### src/srt_pkg.sv
package srt_pkg;

	localparam int unsigned SPEED_W = 16;
	localparam int unsigned MS_W    = 32;
	localparam int unsigned EV_W    = 7;
	localparam int unsigned MARKS   = 3;
	localparam int unsigned CFG_IDX_W  = 3;
	localparam int unsigned CFG_DATA_W = 32;

	// event bit positions
	localparam int unsigned EV_ACC_ARM   = 0;
	localparam int unsigned EV_MARK0     = 1;
	localparam int unsigned EV_TIMEOUT   = 4;
	localparam int unsigned EV_BRAKE_ARM = 5;
	localparam int unsigned EV_BRAKE_END = 6;

	localparam int unsigned FINAL_MARK = MARKS - 1;

	localparam logic [SPEED_W-1:0] ACCEL_START_RST = 16'd500;
	localparam logic [SPEED_W-1:0] FIRST_MARK_RST  = 16'd6000;
	localparam logic [SPEED_W-1:0] SECOND_MARK_RST = 16'd10000;
	localparam logic [SPEED_W-1:0] FINAL_MARK_RST  = 16'd20000;
	localparam logic [SPEED_W-1:0] BRAKE_START_RST = 16'd9500;
	localparam logic [SPEED_W-1:0] BRAKE_END_RST   = 16'd500;
	localparam logic [MS_W-1:0]    TIMEOUT_RST     = 32'd30000;

	typedef enum logic [CFG_IDX_W-1:0] {
		CFG_ACCEL_START = 3'd0,
		CFG_FIRST_MARK  = 3'd1,
		CFG_SECOND_MARK = 3'd2,
		CFG_FINAL_MARK  = 3'd3,
		CFG_BRAKE_START = 3'd4,
		CFG_BRAKE_END   = 3'd5,
		CFG_TIMEOUT     = 3'd6
	} cfg_idx_t;

	typedef struct packed {
		logic [SPEED_W-1:0] accel_start_speed;
		logic [SPEED_W-1:0] first_mark_speed;
		logic [SPEED_W-1:0] second_mark_speed;
		logic [SPEED_W-1:0] final_mark_speed;
		logic [SPEED_W-1:0] brake_start_speed_limit;
		logic [SPEED_W-1:0] brake_end_speed;
		logic [MS_W-1:0]    accel_timeout_ms;
	} srt_cfg_t;

	typedef struct packed {
		logic               speed_valid;
		logic               location_valid;
		logic [SPEED_W-1:0] speed;
		logic [MS_W-1:0]    now_ms;
	} srt_item_t;

	typedef struct packed {
		logic               accel_running;
		logic               brake_running;
		logic [MS_W-1:0]    first_mark_ms;
		logic [MS_W-1:0]    second_mark_ms;
		logic [MS_W-1:0]    final_mark_ms;
		logic [MS_W-1:0]    brake_ms;
		logic [SPEED_W-1:0] brake_entry_speed;
		logic [EV_W-1:0]    events;
	} srt_result_t;

endpackage

### src/speed_run_timer_top.sv
// Speed run timer: acceleration and braking test timer fed by speed samples.
//
// Input channel (in_valid/in_ready) carries one sample per transaction:
// validity flags, speed in 0.01 km/h and a millisecond timestamp. Output
// channel (out_valid/out_ready) returns exactly one result per sample: run
// flags, latched mark times, last braking time, braking entry speed, events.
// Threshold registers are written via cfg_wr_en/cfg_addr/cfg_wdata by the
// user only with no transaction in flight (unenforced); unused indexes drop.
//
// A sample accepted at the input is registered, evaluated against the test
// state and, once the output register has room, lands there and raises
// out_valid. Throughput is one sample per cycle while out_ready is high; the
// state update and the result both come from a single compare/subtract pass.
//
// Reset clears both tests, all latched times and restores default thresholds.
// When the receiver stalls, the result holds in the output register; the
// input register still takes one more sample, then in_ready drops until the
// output is taken.
module speed_run_timer_top
	import srt_pkg::*;
(
	input  logic                  clk,
	input  logic                  arst_n,

	input  logic                  cfg_wr_en,
	input  logic [CFG_IDX_W-1:0]  cfg_addr,
	input  logic [CFG_DATA_W-1:0] cfg_wdata,

	input  logic                  in_valid,
	output logic                  in_ready,
	input  logic                  speed_valid,
	input  logic                  location_valid,
	input  logic [SPEED_W-1:0]    speed,
	input  logic [MS_W-1:0]       now_ms,

	output logic                  out_valid,
	input  logic                  out_ready,
	output logic                  accel_running,
	output logic                  brake_running,
	output logic [MS_W-1:0]       first_mark_ms,
	output logic [MS_W-1:0]       second_mark_ms,
	output logic [MS_W-1:0]       final_mark_ms,
	output logic [MS_W-1:0]       brake_ms,
	output logic [SPEED_W-1:0]    brake_entry_speed,
	output logic [EV_W-1:0]       events
);

	srt_cfg_t    cfg;
	srt_item_t   item_s1;
	logic        valid_s1;
	srt_result_t res;
	srt_result_t res_q;
	logic        out_valid_q;
	logic        advance;

	srt_cfg u_cfg (
		.clk       (clk),
		.arst_n    (arst_n),
		.cfg_wr_en (cfg_wr_en),
		.cfg_addr  (cfg_addr),
		.cfg_wdata (cfg_wdata),
		.cfg       (cfg)
	);

	// move the registered sample into the result register when it has room
	assign advance  = valid_s1 && (!out_valid_q || out_ready);
	assign in_ready = !valid_s1 || advance;

	always_ff @(posedge clk or negedge arst_n) begin
		if (!arst_n) begin
			valid_s1 <= 1'b0;
		end else if (in_ready) begin
			valid_s1 <= in_valid;
		end
	end

	always_ff @(posedge clk) begin
		if (in_valid && in_ready) begin
			item_s1.speed_valid    <= speed_valid;
			item_s1.location_valid <= location_valid;
			item_s1.speed          <= speed;
			item_s1.now_ms         <= now_ms;
		end
	end

	srt_core u_core (
		.clk    (clk),
		.arst_n (arst_n),
		.en     (advance),
		.cfg    (cfg),
		.item   (item_s1),
		.result (res)
	);

	always_ff @(posedge clk or negedge arst_n) begin
		if (!arst_n) begin
			out_valid_q <= 1'b0;
		end else if (advance) begin
			out_valid_q <= 1'b1;
		end else if (out_ready) begin
			out_valid_q <= 1'b0;
		end
	end

	always_ff @(posedge clk) begin
		if (advance) begin
			res_q <= res;
		end
	end

	assign out_valid         = out_valid_q;
	assign accel_running     = res_q.accel_running;
	assign brake_running     = res_q.brake_running;
	assign first_mark_ms     = res_q.first_mark_ms;
	assign second_mark_ms    = res_q.second_mark_ms;
	assign final_mark_ms     = res_q.final_mark_ms;
	assign brake_ms          = res_q.brake_ms;
	assign brake_entry_speed = res_q.brake_entry_speed;
	assign events            = res_q.events;

endmodule

### src/srt_cfg.sv
module srt_cfg
	import srt_pkg::*;
(
	input  logic                  clk,
	input  logic                  arst_n,
	input  logic                  cfg_wr_en,
	input  logic [CFG_IDX_W-1:0]  cfg_addr,
	input  logic [CFG_DATA_W-1:0] cfg_wdata,
	output srt_cfg_t              cfg
);

	srt_cfg_t cfg_q;

	always_ff @(posedge clk or negedge arst_n) begin
		if (!arst_n) begin
			cfg_q.accel_start_speed       <= ACCEL_START_RST;
			cfg_q.first_mark_speed        <= FIRST_MARK_RST;
			cfg_q.second_mark_speed       <= SECOND_MARK_RST;
			cfg_q.final_mark_speed        <= FINAL_MARK_RST;
			cfg_q.brake_start_speed_limit <= BRAKE_START_RST;
			cfg_q.brake_end_speed         <= BRAKE_END_RST;
			cfg_q.accel_timeout_ms        <= TIMEOUT_RST;
		end else if (cfg_wr_en) begin
			case (cfg_idx_t'(cfg_addr))
				CFG_ACCEL_START: cfg_q.accel_start_speed       <= cfg_wdata[SPEED_W-1:0];
				CFG_FIRST_MARK:  cfg_q.first_mark_speed        <= cfg_wdata[SPEED_W-1:0];
				CFG_SECOND_MARK: cfg_q.second_mark_speed       <= cfg_wdata[SPEED_W-1:0];
				CFG_FINAL_MARK:  cfg_q.final_mark_speed        <= cfg_wdata[SPEED_W-1:0];
				CFG_BRAKE_START: cfg_q.brake_start_speed_limit <= cfg_wdata[SPEED_W-1:0];
				CFG_BRAKE_END:   cfg_q.brake_end_speed         <= cfg_wdata[SPEED_W-1:0];
				CFG_TIMEOUT:     cfg_q.accel_timeout_ms        <= cfg_wdata[MS_W-1:0];
				default: ;
			endcase
		end
	end

	assign cfg = cfg_q;

endmodule

### src/srt_core.sv
module srt_core
	import srt_pkg::*;
(
	input  logic        clk,
	input  logic        arst_n,
	input  logic        en,
	input  srt_cfg_t    cfg,
	input  srt_item_t   item,
	output srt_result_t result
);

	logic                          accel_active_q;
	logic                          brake_active_q;
	logic [MS_W-1:0]               accel_origin_q;
	logic [MS_W-1:0]               brake_origin_q;
	logic [SPEED_W-1:0]            brake_entry_q;
	logic [MARKS-1:0][MS_W-1:0]    mark_times_q;
	logic [MARKS-1:0]              mark_hit_q;
	logic [MS_W-1:0]               brake_dur_q;

	logic                          ok;
	logic                          arm;
	logic                          act;
	logic [MS_W-1:0]               origin;
	logic [MS_W-1:0]               elapsed;
	logic [MARKS-1:0][SPEED_W-1:0] marks;
	logic [MARKS-1:0]              hit_base;
	logic [MARKS-1:0][MS_W-1:0]    times_base;
	logic [MARKS-1:0]              latch;
	logic                          timeout;
	logic                          b_arm;
	logic                          b_act;
	logic [MS_W-1:0]               b_origin;
	logic                          b_done;

	logic                          accel_active_d;
	logic                          brake_active_d;
	logic [MS_W-1:0]               accel_origin_d;
	logic [MS_W-1:0]               brake_origin_d;
	logic [SPEED_W-1:0]            brake_entry_d;
	logic [MARKS-1:0][MS_W-1:0]    mark_times_d;
	logic [MARKS-1:0]              mark_hit_d;
	logic [MS_W-1:0]               brake_dur_d;
	logic [EV_W-1:0]               events;

	assign marks[0] = cfg.first_mark_speed;
	assign marks[1] = cfg.second_mark_speed;
	assign marks[2] = cfg.final_mark_speed;

	always_comb begin
		ok  = item.speed_valid && item.location_valid;

		// acceleration: arming restarts the origin and drops latched marks
		arm = ok && !accel_active_q && (item.speed >= cfg.accel_start_speed)
			&& (item.speed < cfg.first_mark_speed);
		act        = accel_active_q || arm;
		origin     = arm ? item.now_ms : accel_origin_q;
		elapsed    = item.now_ms - origin;
		hit_base   = arm ? '0 : mark_hit_q;
		times_base = arm ? '0 : mark_times_q;
		for (int k = 0; k < MARKS; k++) begin
			latch[k] = ok && act && !hit_base[k] && (item.speed >= marks[k]);
		end
		timeout = ok && act && (elapsed > cfg.accel_timeout_ms);

		for (int k = 0; k < MARKS; k++) begin
			mark_times_d[k] = latch[k] ? elapsed : times_base[k];
		end
		mark_hit_d     = hit_base | latch;
		accel_origin_d = origin;
		accel_active_d = ok ? (act && !latch[FINAL_MARK] && !timeout) : accel_active_q;

		// braking
		b_arm    = ok && !brake_active_q && (item.speed >= cfg.brake_start_speed_limit);
		b_act    = brake_active_q || b_arm;
		b_origin = b_arm ? item.now_ms : brake_origin_q;
		b_done   = ok && b_act && (item.speed <= cfg.brake_end_speed);

		brake_origin_d = b_origin;
		brake_entry_d  = b_arm ? item.speed : brake_entry_q;
		brake_dur_d    = b_done ? (item.now_ms - b_origin) : brake_dur_q;
		brake_active_d = ok ? (b_act && !b_done) : brake_active_q;

		events = '0;
		events[EV_ACC_ARM]                  = arm;
		events[EV_MARK0 +: MARKS]           = latch;
		events[EV_TIMEOUT]                  = timeout;
		events[EV_BRAKE_ARM]                = b_arm;
		events[EV_BRAKE_END]                = b_done;

		result.accel_running     = accel_active_d;
		result.brake_running     = brake_active_d;
		result.first_mark_ms     = mark_times_d[0];
		result.second_mark_ms    = mark_times_d[1];
		result.final_mark_ms     = mark_times_d[2];
		result.brake_ms          = brake_dur_d;
		result.brake_entry_speed = brake_entry_d;
		result.events            = events;
	end

	always_ff @(posedge clk or negedge arst_n) begin
		if (!arst_n) begin
			accel_active_q <= 1'b0;
			brake_active_q <= 1'b0;
			accel_origin_q <= '0;
			brake_origin_q <= '0;
			brake_entry_q  <= '0;
			mark_times_q   <= '0;
			mark_hit_q     <= '0;
			brake_dur_q    <= '0;
		end else if (en) begin
			accel_active_q <= accel_active_d;
			brake_active_q <= brake_active_d;
			accel_origin_q <= accel_origin_d;
			brake_origin_q <= brake_origin_d;
			brake_entry_q  <= brake_entry_d;
			mark_times_q   <= mark_times_d;
			mark_hit_q     <= mark_hit_d;
			brake_dur_q    <= brake_dur_d;
		end
	end

`ifndef ASSERT_OFF
	// a mark without its flag never holds a time
	a_mark_zero: assert property (@(posedge clk) disable iff (!arst_n)
		(mark_hit_q[0] || mark_times_q[0] == '0) && (mark_hit_q[1] || mark_times_q[1] == '0)
		&& (mark_hit_q[2] || mark_times_q[2] == '0))
		else $error("mark time set without its hit flag");

	a_invalid_hold: assert property (@(posedge clk) disable iff (!arst_n)
		(en && !ok) |=> ($stable(accel_active_q) && $stable(brake_active_q)
		&& $stable(mark_hit_q) && $stable(brake_dur_q) && $stable(brake_entry_q)))
		else $error("invalid sample changed state");

	a_final_stops: assert property (@(posedge clk) disable iff (!arst_n)
		(en && latch[FINAL_MARK]) |=> !accel_active_q)
		else $error("acceleration test still running after final mark");

	a_brake_done_stops: assert property (@(posedge clk) disable iff (!arst_n)
		(en && b_done) |=> !brake_active_q)
		else $error("braking test still running after completion");
`endif

endmodule
### config.mk
export PLATFORM = sky130hd
export DESIGN_NAME = speed_run_timer_top
export DESIGN_NICKNAME = d
export VERILOG_FILES = /design/src/srt_pkg.sv /design/src/speed_run_timer_top.sv /design/src/srt_cfg.sv /design/src/srt_core.sv
export SDC_FILE = /design/constraint.sdc
export NUM_CORES = 1
export LEC_CHECK = 0
export ABC_CLOCK_PERIOD_IN_PS = 9200
export BUFFER_PORTS_ARGS = -buffer_cell sky130_fd_sc_hd__buf_2
export CAP_MARGIN = 15
export CORE_ASPECT_RATIO = 2
export CORE_MARGIN = 8
export CORE_UTILIZATION = 45
export DETAILED_ROUTE_END_ITERATION = 8
export GPL_TIMING_DRIVEN = 0
export PLACE_DENSITY_LB_ADDON = 0.15
export SLEW_MARGIN = 20
export SYNTH_ARGS = -nofsm -noshare
export SYNTH_HDL_FRONTEND = slang
export SYNTH_HIERARCHICAL = 1
export SYNTH_SLANG_ARGS = --single-unit
export TNS_END_PERCENT = 10
### constraint.sdc
create_clock -name clk -period 9.2 [get_ports clk]
set_clock_uncertainty 0.1 [all_clocks]
set_input_delay 0.46 -clock clk [delete_from_list [all_inputs] [get_ports clk]]
set_output_delay 0.46 -clock clk [all_outputs]
set_load 0.05 [all_outputs]
==> flow_metrics.py <==
metrics = {
    "die": {
        "die_h_microns": 369,
        "die_w_microns": 193,
        "start_util_pct": 45.4,
        "die_area_sq_um": 71100,
        "core-area_sq_um": 61800,
        "num_rows": 129,
        "pin_count": 245,
    },
    "detailed_routing": {
        "routed-via-count": 20000,
        "drc": 0,
        "viasPerCell": 5.57,
        "antenna_left": 0,
        "wire_per_inst_microns": 21.8,
        "drtIter0Drc": 1107,
        "dr.pass1.iters": 5,
        "routed_wl_microns": 78400,
    },
    "synth": {
        "syn_nets": 2658,
        "synth_edf_count": 203,
        "yosys.area.top_type": "dfrtp_1",
        "synthTopCellsByArea": "dfrtp_1 (27%), edfxtp_1 (22%), mux2_2 (11%), ha_1 (8.4%), dfstp_2 (3.9%)",
        "synth-seq-cells": 546,
        "seq_area_frac_synth_pct": 52.5,
        "synth.top_cell.area_share_pct": 26.8,
        "ys_types": 82,
        "synthCells": 2377,
        "synth.cell_area_sq_um": 28100,
        "synthArstFlopShare_pct": 62.8,
        "avgSynthCellArea_sq_um": 11.8,
        "dominantRegCellSynth": "dfrtp_1",
        "synth_warnings": 6,
    },
    "cts": {
        "clkTransAtPathRegs_ns": 0.07,
        "clock-root-buffer": "clkbuf_16",
        "cts_buffer_depth": 3,
        "cts_num_sinks": 546,
        "numCtsBuffers": 51,
        "clock_latency_ns": 0.62,
        "cts_tree": "done",
        "htree_num_levels": 2,
    },
    "place": {
        "gp_congestion": 0.902,
        "hpwl_microns": 58900,
        "io_buffers": 240,
    },
    "timing": {
        "setup_viol": 0,
        "clock.fmax_mhz": 113,
        "holdWs_ns": 0.126,
        "layout_min_cycle_time_ns": 8.85,
        "setup_tns_ns": 0,
        "grt_setup_unrepaired": "false",
        "fin_crit_sh_pct": 96.2,
        "worstMarginPinSlew_ns": 1.24,
        "slew_violations": 0,
        "worst_slew_margin_rel_pct": 16.8,
        "finalHoldViolCount": 0,
    },
    "grt": {
        "antenna_found_initial": 3,
        "grt_pass1_wl_microns": 120000,
        "gr-total-overflow": 0,
        "grt_start_max_net_pins": 92,
        "track_usage_pct": 21.9,
        "grt_pass1_vias": 20900,
    },
    "critical_path": {
        "ff2ff_path_depth": 32,
        "crit_path_max_fanout": 10,
        "critPathMaxStageDelay_ns": 0.51,
        "startpoint_type": "flop",
        "r2r-end": "accel_running$_DFFE_PP_",
        "critPathKind": "flop to flop",
        "cpMaxStageDelayCell": "a2111oi_4",
        "r2r_slack_ns": 0.35,
        "cp_top_family": "compound AO/OA/AOI/OAI gates",
        "cp.required_ns": 9.48,
        "path_buf_inv": 6,
        "crit_path_end_kind": "flop",
        "reg2reg_from": "item_s1[43]$_DFFE_PP_",
        "crit_arrival_ns": 9.13,
    },
    "min_path": {
        "hp-class": "input port to flop",
        "min_to": "u_cfg/cfg[124]$_DFFE_PN0P_",
        "whs_path_depth": 2,
        "hp-start": "cfg_wdata[12]",
    },
    "cells_and_area": {
        "area_growth_pct": 18.4,
        "utilization_pct": 53.8,
        "finalNetCount": 3044,
        "final_cell_mix": "dfrtp_1 (301), mux2_2 (285), buf_2 (259), edfxtp_1 (203), ha_1 (189)",
        "num-fill-cells": 5384,
        "drive_above_1_share_pct": 27.5,
        "mostFrequentLayoutCell": "dfrtp_1",
    },
    "job": {
        "drv_cap": 0,
    },
    "power_and_ir_drop": {
        "p_leak_nw": 15.3,
        "pwr_density_cell_nw_per_um2": 336,
        "ir_worst_vdd_mv": 0.193,
    },
    "outcome": {
        "outcome": "finished, final reports clean",
    },
}
==> metal layers <==
| layer | vias to the layer above | global-route usage, % | share of wire (%) |
|---|---|---|---|
| met2 | 605 | 40.8 | 54 |
| met5 | - | 0 | 0 |
| met3 | 163 | 3.08 | 5.2 |
| li1 | 9322 | - | - |
| met4 | 0 | 10.2 | 5.0 |
| met1 | 9939 | 23.7 | 36 |
==> metrics by stage <==
step                total power, mW  std cells  worst slack (ns)  cell area (sq um)
detailed placement             8.78       3408             -1.02              30400
CTS                            11.2       3574            0.0651              33000
global route                   11.9       3594            0.0357              33200
finish                         11.2       3595             0.349              33200
global placement               8.64       3403            -0.912              30300
floorplan                      7.25       2377              2.53              28100
==> how the worst max path moves through the flow <==
stage / startpoint / to / cells past startpoint
6_report: item_s1[43]$_DFFE_PP_ / accel_running$_DFFE_PP_ / 32
4_1_cts: item_s1[43]$_DFFE_PP_ / accel_running$_DFFE_PP_ / 31
5_1_grt: item_s1[43]$_DFFE_PP_ / accel_running$_DFFE_PP_ / 35
2_1_floorplan: item_s1[33]$_DFFE_PP_ / events[4]$_DFFE_PP_ / 32
3_5_place_dp: item_s1[34]$_DFFE_PP_ / accel_running$_DFFE_PP_ / 34
3_3_place_gp: item_s1[34]$_DFFE_PP_ / accel_running$_DFFE_PP_ / 34
==> power by group <==
part / internal, mW / switching, mW
combinational: 1.84 / 3.20
clock: 1.36 / 0.987
sequential: 3.42 / 0.367
==> sequential cells by signal, summed over array words and instances (netlist names), 32 cells and up <==
name / cells
item_s1: 50
u_cfg/cfg: 128
u_core/accel_origin_q: 32
u_core/mark_times_q: 96
first_mark_ms: 32
final_mark_ms: 32
u_core/brake_dur_q: 32
u_core/brake_origin_q: 32
brake_ms: 32
second_mark_ms: 32
==> cell type report <==
class | instances | area [sq um] | area share (%)
repair buffers | 333 | 2230 | 6.71
clock inverters | 39 | 520 | 1.57
diodes | 3 | 7.51 | 0.0226
clock buffers | 57 | 1330 | 4.00
plain buffers | 100 | 492 | 1.48
multi-input cells | 1554 | 12300 | 36.9
flip-flops and latches | 546 | 14700 | 44.3
well taps | 786 | 983 | 2.96
inverters | 177 | 664 | 2.00
==> cell usage after synthesis, drive strengths merged, types with 19 or more instances <==
cell	n
nand3	114
dfstp	42
nand4	25
a21o	65
dfrtp	301
buf	43
a21oi	96
xnor2	35
ha	189
nand2	184
nand2b	19
clkbuf	57
mux2i	60
inv	176
nor2b	22
o21ai	192
xor2	19
edfxtp	203
nor2	58
mux2	296
==> timing repair <==
action	4_1_cts	5_1_grt
hold buffers	69	0
setup buffers	1	18
endpoints found under the setup margin	3	3
pin swaps	0	0
hold endpoints to repair	141	0
resized for setup	11	3
==> cell families after synthesis <==
| logic type | count (synthesis) | share of synthesized area (%) |
|---|---|---|
| AO/OA/AOI/OAI | 465 | 10.5 |
| XOR/XNOR | 54 | 1.79 |
| adder cells (fa/ha/maj) | 191 | 8.56 |
| buffers and inverters | 277 | 4.09 |
| flip-flops | 546 | 52.5 |
| multiplexers | 356 | 14.1 |
| AND/OR/NAND/NOR | 488 | 8.50 |
No activity file was read; power rests on OpenSTA's default activity.
